[config.mk]
export PLATFORM = sky130hd
export DESIGN_NAME = mme_front
export DESIGN_NICKNAME = d
export VERILOG_FILES = /design/src/rtl/mini_mips_execute_unit_defines.svh /design/src/rtl/mme_pkg.sv /design/src/rtl/mme_front.sv
export SDC_FILE = /design/constraint.sdc
export NUM_CORES = 1
export LEC_CHECK = 0
export BUFFER_PORTS_ARGS = -buffer_cell sky130_fd_sc_hd__buf_2
export CAP_MARGIN = 25
export CORE_AREA = 2 2 63 65
export DETAILED_ROUTE_END_ITERATION = 7
export DIE_AREA = 0 0 65 67
export MAX_ROUTING_LAYER = met4
export PLACE_DENSITY = 0.79
export RECOVER_POWER = 50
export SYNTH_ARGS = -nofsm -noshare
export SYNTH_HDL_FRONTEND = slang
export SYNTH_SLANG_ARGS = --single-unit
[constraint.sdc]
create_clock -name vclk -period 4.4
set_input_delay 0.66 -clock vclk [all_inputs]
set_output_delay 0.66 -clock vclk [all_outputs]
set_load 0.02 [all_outputs]
[src/rtl/mini_mips_execute_unit_defines.svh]
// Assertion macros for the execute unit.
// Used by the top level only; no other dependencies.
`ifndef MINI_MIPS_EXECUTE_UNIT_DEFINES_SVH
`define MINI_MIPS_EXECUTE_UNIT_DEFINES_SVH
// Assertion that an implication holds on every clock edge outside reset.
`define MME_ASSERT_IMPL(lbl, clk, rst_n, prop, msg) \
    lbl: assert property (@(posedge clk) disable iff (!rst_n) prop) else $error(msg);
// Assertion that holds on every clock edge, reset included.
`define MME_ASSERT_ALWAYS(lbl, clk, prop, msg) \
    lbl: assert property (@(posedge clk) prop) else $error(msg);
`endif

[src/rtl/mme_pkg.sv]
// Package for the execute unit: opcodes, status codes and request types.
// No dependencies.
package mme_pkg;
    localparam logic [1:0] OP_EXEC = 2'd0;
    localparam logic [1:0] OP_MWR  = 2'd1;
    localparam logic [1:0] OP_MRD  = 2'd2;
    localparam logic [1:0] OP_RRD  = 2'd3;

    localparam logic [1:0] ST_OK      = 2'd0;
    localparam logic [1:0] ST_HALT    = 2'd1;
    localparam logic [1:0] ST_ILLEGAL = 2'd2;
    localparam logic [1:0] ST_FAULT   = 2'd3;

    // Configuration register indexes.
    localparam logic CFG_CODE_BASE = 1'b0;
    localparam logic CFG_DATA_BASE = 1'b1;

    localparam logic [5:0] OPC_RTYPE = 6'h00;
    localparam logic [5:0] OPC_LA    = 6'h2F;
    localparam logic [5:0] OPC_LB    = 6'h20;
    localparam logic [5:0] OPC_LW    = 6'h23;
    localparam logic [5:0] OPC_SW    = 6'h2B;
    localparam logic [5:0] OPC_ADDI  = 6'h08;
    localparam logic [5:0] OPC_BGE   = 6'h07;
    localparam logic [5:0] OPC_J     = 6'h02;
    localparam logic [5:0] FUNCT_ADD = 6'h20;

    // Request and result payloads as they travel on the two channels.
    typedef struct packed {
        logic [1:0]  op;
        logic [31:0] instruction;
        logic [9:0]  access_index;
        logic [31:0] write_value;
    } t_exec_req;

    typedef struct packed {
        logic [1:0]  status;
        logic [31:0] next_pc;
        logic [31:0] read_data;
    } t_exec_rsp;

    // Classified kind of work for the back part.
    typedef enum logic [3:0] {
        K_ADD, K_LA, K_LB, K_LW, K_SW, K_ADDI, K_BGE, K_J,
        K_HALT, K_ILL, K_MWR, K_MRD, K_RRD
    } t_kind;

    // Classified request as it travels through the queue.
    typedef struct packed {
        t_kind       kind;
        logic [4:0]  rs;
        logic [4:0]  rt;
        logic [4:0]  rd;
        logic [25:0] imm26;
        logic [9:0]  idx;
        logic [31:0] wval;
    } t_req;
endpackage

[src/rtl/mme_front.sv]
// Front part: decodes an incoming request into a classified entry.
// Depends on mme_pkg.
module mme_front import mme_pkg::*; (
    input  logic [1:0]  i_op,
    input  logic [31:0] i_instruction,
    input  logic [9:0]  i_access_index,
    input  logic [31:0] i_write_value,
    output t_req        o_req
);
    logic [5:0] opc;
    logic [5:0] funct;
    assign opc   = i_instruction[31:26];
    assign funct = i_instruction[5:0];

    // Pick the kind of work from the op and the instruction fields.
    always_comb begin
        o_req.rs    = i_instruction[25:21];
        o_req.rt    = i_instruction[20:16];
        o_req.rd    = i_instruction[15:11];
        o_req.imm26 = i_instruction[25:0];
        o_req.idx   = i_access_index;
        o_req.wval  = i_write_value;
        o_req.kind  = K_ILL;
        unique case (i_op)
            OP_MWR: o_req.kind = K_MWR;
            OP_MRD: o_req.kind = K_MRD;
            OP_RRD: o_req.kind = K_RRD;
            default: begin
                if (i_instruction == 32'd0) begin
                    o_req.kind = K_HALT;
                end else begin
                    unique case (opc)
                        OPC_RTYPE: o_req.kind = (funct == FUNCT_ADD) ? K_ADD : K_ILL;
                        OPC_LA:    o_req.kind = K_LA;
                        OPC_LB:    o_req.kind = K_LB;
                        OPC_LW:    o_req.kind = K_LW;
                        OPC_SW:    o_req.kind = K_SW;
                        OPC_ADDI:  o_req.kind = K_ADDI;
                        OPC_BGE:   o_req.kind = K_BGE;
                        OPC_J:     o_req.kind = K_J;
                        default:   o_req.kind = K_ILL;
                    endcase
                end
            end
        endcase
    end
endmodule

======== Yosys cells after proc, flatten, opt, wreduce, memory -nomap -nowiden ========
Cells that the tools add are included.
cells by class
  eq/ne operators ......................... 11
  multiplexer cells ....................... 4
  reduce and logical (&&, ||, !) cells .... 2
operators by type and width
  cell                  count
  $logic_not A32 Y1     1
  $pmux W4 S8           1
  $eq A6 B6 Y1 const B  5
  $pmux W4 S3           1
  $mux W4               2
  $eq A6 B2 Y1 const B  1
  $eq A6 B3 Y1 const B  1
  $eq A6 B4 Y1 const B  1
  $logic_not A6 Y1      1
  $eq A2 B2 Y1 const B  2
  $eq A2 B1 Y1 const B  1
word-level totals
  register bits after elaboration ......... 0
  output and inout bits ................... 87
  word-level logic and storage cells ...... 17

======== Logic depth before layout (Yosys ltp) ========
  depth in word-level cells ............... 5
  depth in mapped cells ................... 6
  gate-level depth less buffers ........... 6

======== Worst setup path before layout ========
OpenSTA, ideal clock, no wires.
  kind .................................... input port to output port
  from .................................... input port i_instruction[27]
  to ...................................... output port o_req[83] (netlist name)
  arrival ................................. 2.022 ns
  data required time ...................... 3.740 ns
  path slack .............................. 1.718 ns
  stages .................................. 5
  buffers on the path ..................... 1
  cells stage by stage .................... buf_6 or4_1 a311o_1 o211ai_2 o21a_1
RTL lines
  element          RTL line        source
  start, declared  mme_front.sv:5  input logic [31:0] i_instruction,
  end, declared    mme_front.sv:8  output t_req o_req

==> impl_metrics.json <==
{
  "outcome": "finished, final reports clean",
  "postSynthAreaPerCell_um2": 7.253,
  "min_path_cells": 0,
  "layout_commonest_cell": "buf_2",
  "postRouteAntennaNets": 0,
  "die_width_um": 65,
  "yosys-top-cells-area": "buf_4 63%, nor4_1 5.0%, ha_1 3.8%",
  "grt_overflow": 0,
  "endpoint_kind": "output port",
  "clkbuf_count": 0,
  "dieArea_um2": 4355,
  "holdCritPathClass": "in2out",
  "grt_pass1_vias": 670,
  "setup_slack_ns": 1.710,
  "critical_path.max_fanout": 13,
  "ctsResizeCount": 0,
  "grt_use_total": 0.09329,
  "ff_latch_area_um2": 0,
  "ys_types": 32,
  "drtIter0Drc": 10,
  "firstDrtPassIters": 4,
  "timing.fmax_mhz": 371.7,
  "ir_drop_mv": 0.04635,
  "wl_per_cell_um": 13.18,
  "slew_headroom": 0.6708,
  "ctsHoldBuffers": 0,
  "power_density_nw_per_um2": 120.8,
  "synth_area_um2": 1001,
  "drive_above_1_share": 0.6434,
  "final_design_area_no_fill_um2": 793.3,
  "fin_tns_setup_ns": 0,
  "cts_setup_buffers": 0,
  "core_um2": 3606,
  "place_area_um2": 794.5,
  "fp.dieH_um": 67,
  "post-route-period-util": 0.6115,
  "vias": 765,
  "finish.utilization": 0.2200,
  "yosys.area.top_type": "buf_4",
  "post-place-ws_ns": 1.695,
  "yosys_warnings": 0,
  "path_class": "in2out",
  "holdPathEnd": "o_req[0]",
  "antenna_found_initial": 0,
  "netlist_instances": 138,
  "initial_core_util": 0.2776,
  "required_ns": 3.74,
  "fin_nets": 210,
  "viasPerCell": 4.322,
  "n_sequential_cell": 0,
  "finalHoldViolations": 0,
  "worstHoldStart": "i_write_value[0]",
  "leakagePower_nw": 0.4224,
  "syn_nets": 217,
  "grt_first_pass_wirelength_um": 3187,
  "maxCapViolCount": 0,
  "ios": 163,
  "row_count": 22,
  "rsz0062_at_grt": "false",
  "gp_congestion": 0.6738,
  "layout_common_cells": "78 x buf_2, 8 x nor4_1, 5 x nand2_1, 4 x inv_1",
  "layout_min_cycle_time_ns": 2.690,
  "finalSetupViolations": 0,
  "worstMarginPinSlew_ns": 0.4892,
  "slew_violations": 0,
  "area_delta_synth_final_pct": -20.75,
  "portBuffers": 79,
  "yosys.area.top_type_share": 0.6300,
  "arrival_ns": 2.03,
  "yosysSeqAreaShare": 0,
  "route.detailed.drc": 0,
  "startpoint_type": "input port",
  "holdWs_ns": 1.320,
  "antennaDiodeCount": 0,
  "wirelength_um": 2333,
  "grt_max_degree": 15,
  "dp_hpwl_um": 2027
}
[synth_stat cells (all sizes together), types with 2 or more instances]
library cell	instances
nor2	2
nand4	2
a31oi	2
buf	87
nand2	5
inv	4
nor4	8
a21oi	3
ha	3
nand3	2
[layout make-up]
| type | count | area [µm²] |
|---|---|---|
| fillers | 413 | 2813 |
| repair buffers | 79 | 394.1 |
| multi-input cells | 46 | 324.1 |
| well taps | 48 | 60.06 |
| inverters | 4 | 15.01 |
[worst max-delay path, cell delays in order]
cell	delay (ns)
buf_2	0.17
or4_1	0.51
a311o_1	0.34
o211ai_2	0.07
o21a_1	0.13
buf_2	0.15
[per-stage QoR]
step           cells  power (mW)
2_1_floorplan    138      0.1367
6_report         177     0.09582
3_5_place_dp     177     0.09606
4_1_cts          177     0.09630
3_3_place_gp     177     0.09503
5_1_grt          177      0.1041
[layer usage]
metal  GRT usage  up-vias  wire length, µm
met4     0.03191        0               50
li1            -      368                -
met3     0.03041       12              289
met5           -        -                0
met1      0.1130      328              872
met2      0.1456       57             1121
[worst max-delay path by stage]
stage | slack [ns] | end | start
final | 1.71 | o_req[83] | i_instruction[26]
after global routing | 1.60 | o_req[83] | i_instruction[26]
after CTS | 1.69 | o_req[83] | i_instruction[26]
after detailed placement | 1.69 | o_req[83] | i_instruction[26]
after global placement | 1.73 | o_req[83] | i_instruction[26]
after floorplan | 1.72 | o_req[83] | i_instruction[27]
[logic make-up (layout without fill, tap and decap cells)]
| family | count (synthesis) | after routing | share of synthesized area |
|---|---|---|---|
| xor gates and xnor gates | 2 | 2 | 0.01750 |
| AOI/OAI and AO/OA | 16 | 16 | 0.1262 |
| and+or+nand+nor | 25 | 25 | 0.1425 |
| adders and majority gates | 3 | 3 | 0.03750 |
| buffers and inverters | 92 | 83 | 0.6762 |
[where the power goes]
group | switching, mW | total [mW] | internal, mW
registers | 0 | 0 | 0
clock network | 0 | 0 | 0
logic | 0.0604 | 0.0958 | 0.0354
total | 0.0604 | 0.0958 | 0.0354
No activity file was read; power rests on OpenSTA's default activity.
