===== src/rtl/mini_mips_execute_unit_defines.svh =====
// Assertion macros for the execute unit.
// Used by the top level only; no other dependencies.
`ifndef MINI_MIPS_EXECUTE_UNIT_DEFINES_SVH
`define MINI_MIPS_EXECUTE_UNIT_DEFINES_SVH
// Assertion that an implication holds on every clock edge outside reset.
`define MME_ASSERT_IMPL(lbl, clk, rst_n, prop, msg) \
    lbl: assert property (@(posedge clk) disable iff (!rst_n) prop) else $error(msg);
// Assertion that holds on every clock edge, reset included.
`define MME_ASSERT_ALWAYS(lbl, clk, prop, msg) \
    lbl: assert property (@(posedge clk) prop) else $error(msg);
`endif


===== src/rtl/mme_pkg.sv =====
// Package for the execute unit: opcodes, status codes and request types.
// No dependencies.
package mme_pkg;
    localparam logic [1:0] OP_EXEC = 2'd0;
    localparam logic [1:0] OP_MWR  = 2'd1;
    localparam logic [1:0] OP_MRD  = 2'd2;
    localparam logic [1:0] OP_RRD  = 2'd3;

    localparam logic [1:0] ST_OK      = 2'd0;
    localparam logic [1:0] ST_HALT    = 2'd1;
    localparam logic [1:0] ST_ILLEGAL = 2'd2;
    localparam logic [1:0] ST_FAULT   = 2'd3;

    // Configuration register indexes.
    localparam logic CFG_CODE_BASE = 1'b0;
    localparam logic CFG_DATA_BASE = 1'b1;

    localparam logic [5:0] OPC_RTYPE = 6'h00;
    localparam logic [5:0] OPC_LA    = 6'h2F;
    localparam logic [5:0] OPC_LB    = 6'h20;
    localparam logic [5:0] OPC_LW    = 6'h23;
    localparam logic [5:0] OPC_SW    = 6'h2B;
    localparam logic [5:0] OPC_ADDI  = 6'h08;
    localparam logic [5:0] OPC_BGE   = 6'h07;
    localparam logic [5:0] OPC_J     = 6'h02;
    localparam logic [5:0] FUNCT_ADD = 6'h20;

    // Request and result payloads as they travel on the two channels.
    typedef struct packed {
        logic [1:0]  op;
        logic [31:0] instruction;
        logic [9:0]  access_index;
        logic [31:0] write_value;
    } t_exec_req;

    typedef struct packed {
        logic [1:0]  status;
        logic [31:0] next_pc;
        logic [31:0] read_data;
    } t_exec_rsp;

    // Classified kind of work for the back part.
    typedef enum logic [3:0] {
        K_ADD, K_LA, K_LB, K_LW, K_SW, K_ADDI, K_BGE, K_J,
        K_HALT, K_ILL, K_MWR, K_MRD, K_RRD
    } t_kind;

    // Classified request as it travels through the queue.
    typedef struct packed {
        t_kind       kind;
        logic [4:0]  rs;
        logic [4:0]  rt;
        logic [4:0]  rd;
        logic [25:0] imm26;
        logic [9:0]  idx;
        logic [31:0] wval;
    } t_req;
endpackage


===== src/rtl/mme_queue.sv =====
// Two-entry queue between the front and back parts.
// Depends on mme_pkg.
module mme_queue import mme_pkg::*; (
    input  logic i_clk,
    input  logic i_rst_n,
    input  logic i_push,
    input  t_req i_data,
    output logic o_full,
    input  logic i_pop,
    output logic o_valid,
    output t_req o_data
);
    t_req       r_mem [2];
    logic       r_wp, r_rp;
    logic [1:0] r_cnt;

    assign o_full  = (r_cnt == 2'd2);
    assign o_valid = (r_cnt != 2'd0);
    assign o_data  = r_mem[r_rp];

    // Pointers and fill count.
    always_ff @(posedge i_clk) begin
        if (!i_rst_n) begin
            r_wp  <= 1'b0;
            r_rp  <= 1'b0;
            r_cnt <= 2'd0;
        end else begin
            if (i_push) r_wp <= ~r_wp;
            if (i_pop)  r_rp <= ~r_rp;
            r_cnt <= r_cnt + {1'b0, i_push} - {1'b0, i_pop};
        end
    end

    // Entry storage.
    always_ff @(posedge i_clk) begin
        if (i_push) r_mem[r_wp] <= i_data;
    end
endmodule


===== config.mk =====
export PLATFORM = sky130hd
export DESIGN_NAME = mme_queue
export DESIGN_NICKNAME = d
export VERILOG_FILES = /design/src/rtl/mini_mips_execute_unit_defines.svh /design/src/rtl/mme_pkg.sv /design/src/rtl/mme_queue.sv
export SDC_FILE = /design/constraint.sdc
export NUM_CORES = 1
export LEC_CHECK = 0
export BUFFER_PORTS_ARGS = -buffer_cell sky130_fd_sc_hd__buf_2
export CAP_MARGIN = 20
export CORE_MARGIN = 3
export CORE_UTILIZATION = 52
export CTS_CLUSTER_DIAMETER = 50
export CTS_CLUSTER_SIZE = 20
export DETAILED_ROUTE_END_ITERATION = 12
export MAX_ROUTING_LAYER = met4
export PLACE_DENSITY = 0.75
export SYNTH_ARGS = -nofsm -noshare
export SYNTH_HDL_FRONTEND = slang
export SYNTH_SLANG_ARGS = --single-unit

===== constraint.sdc =====
create_clock -name i_clk -period 6.25 [get_ports i_clk]
set_clock_uncertainty 0.1 [all_clocks]
set_input_delay 0.625 -clock i_clk [delete_from_list [all_inputs] [get_ports i_clk]]
set_output_delay 0.625 -clock i_clk [all_outputs]
set_load 0.01 [all_outputs]

Word-level counts from Yosys, hierarchy flattened
Memories as Yosys holds them, arrays and structs flattened. A register that Yosys moved wholly into a read port is not among the register bits.
Index checks and enable logic that the tools add are counted.
- bits in registers: 4
- RAM bits: 174
- output and inout port bits: 89
- logic and storage cells: 14
- memories: 1
- memory list (name ; words ; width ; read ports ; clocked after Yosys merged registers in ; wr ports ; line ; text):
    r_mem ; 2 ; 87 ; 1 ; 1 ; 1 ; mme_queue.sv:13 ; t_req r_mem [2];
- add/subtract/negate cells: 2
- eq/ne operators: 1
- muxes and demuxes: 4
- bitwise logic cells: 2
- reduce and logical (&&, ||, !) cells: 1
- operators by type and width (operator ; count):
    two-way mux 1 bit ; 4
    adder 2 x 1 -> 2 bit ; 1
    equality test 2 bit, second input constant ; 1
    inverter 1 bit ; 2
    nonzero test 2 bit ; 1
    subtractor 2 x 1 -> 2 bit ; 1

Depth between registers and ports, before layout
- depth in word-level cells: 3
- depth in mapped cells: 6

Worst setup path after synthesis
Ideal clock, no wire load.
- path kind: in2reg
- start: in i_push
- end: mem r_mem[0][0] (netlist name) (enable)
- library setup time: 0.544 ns
- arrival: 4.453 ns
- path slack: 1.153 ns
- stages: 1
- path through: nor2b_1
- word-level cells in the longest chain between the ends: 2
- RTL lines (element ; line ; text):
    from (decl) ; mme_queue.sv:6 ; input logic i_push,
    two-way mux 1 bit ; mme_queue.sv:36 ; if (i_push) r_mem[r_wp] <= i_data;
    two-way mux 1 bit (not written as such) ; mme_queue.sv:36 ;
    to (decl) ; mme_queue.sv:13 ;
No other way between the ends.

==> results.tsv <==
stage	metric	value	unit
critical_path	end_kind	output port	
grt	grt_pass1_wl	17670	um
clocking	cts_root_buf	clkbuf_16	
grt	overflow	0	
clocking	clock-sinks	179	
synth	synth_nets	385	
timing	hold_viol	0	
layout	drive_gt1_share	60.97	%
layout	final_nets	577	
clocking	post-cts-setup-buffer-count	0	
timing	finalCritPeriodShare	50.55	%
timing	setup_slack	3091	ps
die	initial_core_util	54.26	%
clocking	cts_resized	0	
critical_path	slowest_delay	830	ps
die	die_h	118.9	um
place	gp_congestion	0.7058	
place	place_inst	632	
clocking	cts_tree	done	
drt	drt_iter0_drc	204	
synth	ys_ff_latch	179	
clocking	path_clk_slew	60	ps
synth	synth_cell_types	14	
layout	stdcell_area	0.008310	mm2
critical_path	ff2ff_setup_slack	3850	ps
timing	setup_viol	0	
grt	grt_pass1_vias	3478	
layout	register_area	0.005329	mm2
drt	drt_first_pass_iters	4	
clocking	numCtsBuffers	17	
drt	wl_met1	4588	um
timing	period_needed	3159	ps
place	placed_cell_area	0.007687	mm2
clocking	htree_levels	4	
grt	grt_usage	16.94	%
critical_path	r2r-end	r_mem[0][51]	
run	maxCapViolations	0	
drt	ant_nets	0	
clocking	cts_hold_buf	0	
drt	highest_layer	met4	
layout	area_delta_synth_final	25.42	%
layout	final_common_cell	buf_2	
layout	instances_no_fill	666	
critical_path	arrival	2430	ps
synth	synth_top_cell_area_share	78.85	%
power	worst_ir_drop_vdd	0.2126	mV
critical_path	cp_top_family	buffers and inverters	
layout	multi_input_area	0.001222	mm2
timing	maxSlewViolCount	0	
critical_path	start_kind	register	
timing	whs	294.2	ps
power	total_power	2.731	mW
critical_path	crit_buf_inv	2	
critical_path	cp_slowest_cell	buf_4	
synth	yosysTopAreaCell	edfxtp_1	
clocking	insertion_delay	410	ps
grt	grt_start_max_net_pins	88	
drt	vias_per_cell	5.005	
critical_path	critPathCapture	o_data[39]	
die	io-pin-count	180	
timing	rsz0062_at_grt	no	
layout	fin_util	68.05	%
critical_path	r2r_start	r_wp	
synth	synth_area_leaders	edfxtp_1 (79%), mux2_2 (9.7%), mux2_4 (6.8%), dfxtp_1 (1.5%), buf_6 (0.85%)	
place	dpl_worst_slack	3368	ps
clocking	clock_path_buffers	2	
place	detailed_place_hpwl	7380	um
drt	wl	11310	um
drt	wl_per_cell	16.97	um
status	status	finished, final reports clean	
synth	postSynthCellCount	292	
drt	wl_met3	875	um
timing	worst_pin_slew	1034	ps
timing	fmax	316.5	MHz
timing	slew-limit-headroom	31.07	%
hold_path	hold_path.class	in -> reg	
critical_path	crit_type	reg -> out	
place	port-buffer-count	179	
die	rows	40	
critical_path	worst_ep_required_time	5520	ps
die	die_width	118.9	um
die	die_area	0.01413	mm2
critical_path	worstPathCellList	buf_4 -> mux2_2 -> buf_2	
synth	avgSynthCellArea	22.69	um2
critical_path	cp.depth	3	
timing	setup_tns	0	ps
drt	dr_wl_met2	5598	um
die	core_area	0.01221	mm2
power	p_leak	3.202	nW
drt	vias	3333	
power	power_density	328.7	mW/mm2
synth	netlist_area	0.006626	mm2
synth	synth_warnings	0	
grt	antenna_found_initial	1	
drt	post-route-drc-count	0	
critical_path	path_max_fanout	72	
synth	yosysSeqAreaShare	80.36	%
layout	mostFrequentLayoutCells	buf_2 (179), edfxtp_1 (174), mux2_2 (57), mux2_4 (30), clkbuf_16 (17)	
critical_path	reg2regPathDepth	2	
layout	fillerInstances	854	
==> where the power goes <==
part / switching (mW) / internal (mW)
sequential: 0.0213 / 1.39
combinational: 0.140 / 0.146
clock: 0.406 / 0.631
total: 0.567 / 2.16
==> cells in the mapped netlist <==
| master | n |
|---|---|
| mux2_2 | 57 |
| dfxtp_1 | 5 |
| o21a_1 | 1 |
| mux2_4 | 30 |
| xnor3_1 | 1 |
| buf_6 | 5 |
| ha_1 | 2 |
| and2_1 | 4 |
| or2_2 | 1 |
| inv_1 | 2 |
| nor2b_1 | 4 |
| buf_2 | 5 |
| xor2_1 | 1 |
| edfxtp_1 | 174 |
==> state kept, by name, indices dropped and copies added (netlist names), named ones only <==
name,count
r_mem,174
r_cnt,2
r_rp,1
r_wp,1
==> routing by layer <==
layer	up-vias	global-route usage (%)
met5	-	-
met4	0	7.603
met3	18	5.745
met2	125	26.79
met1	1651	19.83
li1	1539	-
==> logic make-up (layout without fill, tap and decap cells) <==
logic type      after synthesis  count (layout)  synth area share, %
other cells                   0               1                    0
buf+inv                      12             217                1.341
compound gates                1               1               0.1133
mux                          87              87                16.48
flops                       179             179                80.36
xor+xnor                      2               2               0.4721
simple gates                  9               9               0.8496
fa+ha+maj                     2               2               0.3776
==> cell type report <==
cell class / count / area share, %
Clock buffer: 24 / 5.917
Clock inverter: 8 / 1.220
Tap cell: 168 / 2.529
Timing Repair Buffer: 183 / 11.38
Multi-Input combinational cell: 101 / 14.71
Antenna cell: 1 / 0.03011
Sequential cell: 179 / 64.12
Inverter: 2 / 0.09033
==> worst min-delay path by stage <==
stage / startpoint / end / slack (ps) / depth (start not counted)
3_3_place_gp: r_rp / r_rp / 470 / 2
2_1_floorplan: r_rp / register / 450 / 2
6_report: i_data[27] / r_mem[0][27] / 290 / 1
3_5_place_dp: r_rp / r_rp / 480 / 2
4_1_cts: i_data[27] / r_mem[0][27] / 280 / 1
5_1_grt: i_data[31] / r_mem[0][31] / 280 / 1
(Power assumes the default switching activity.)
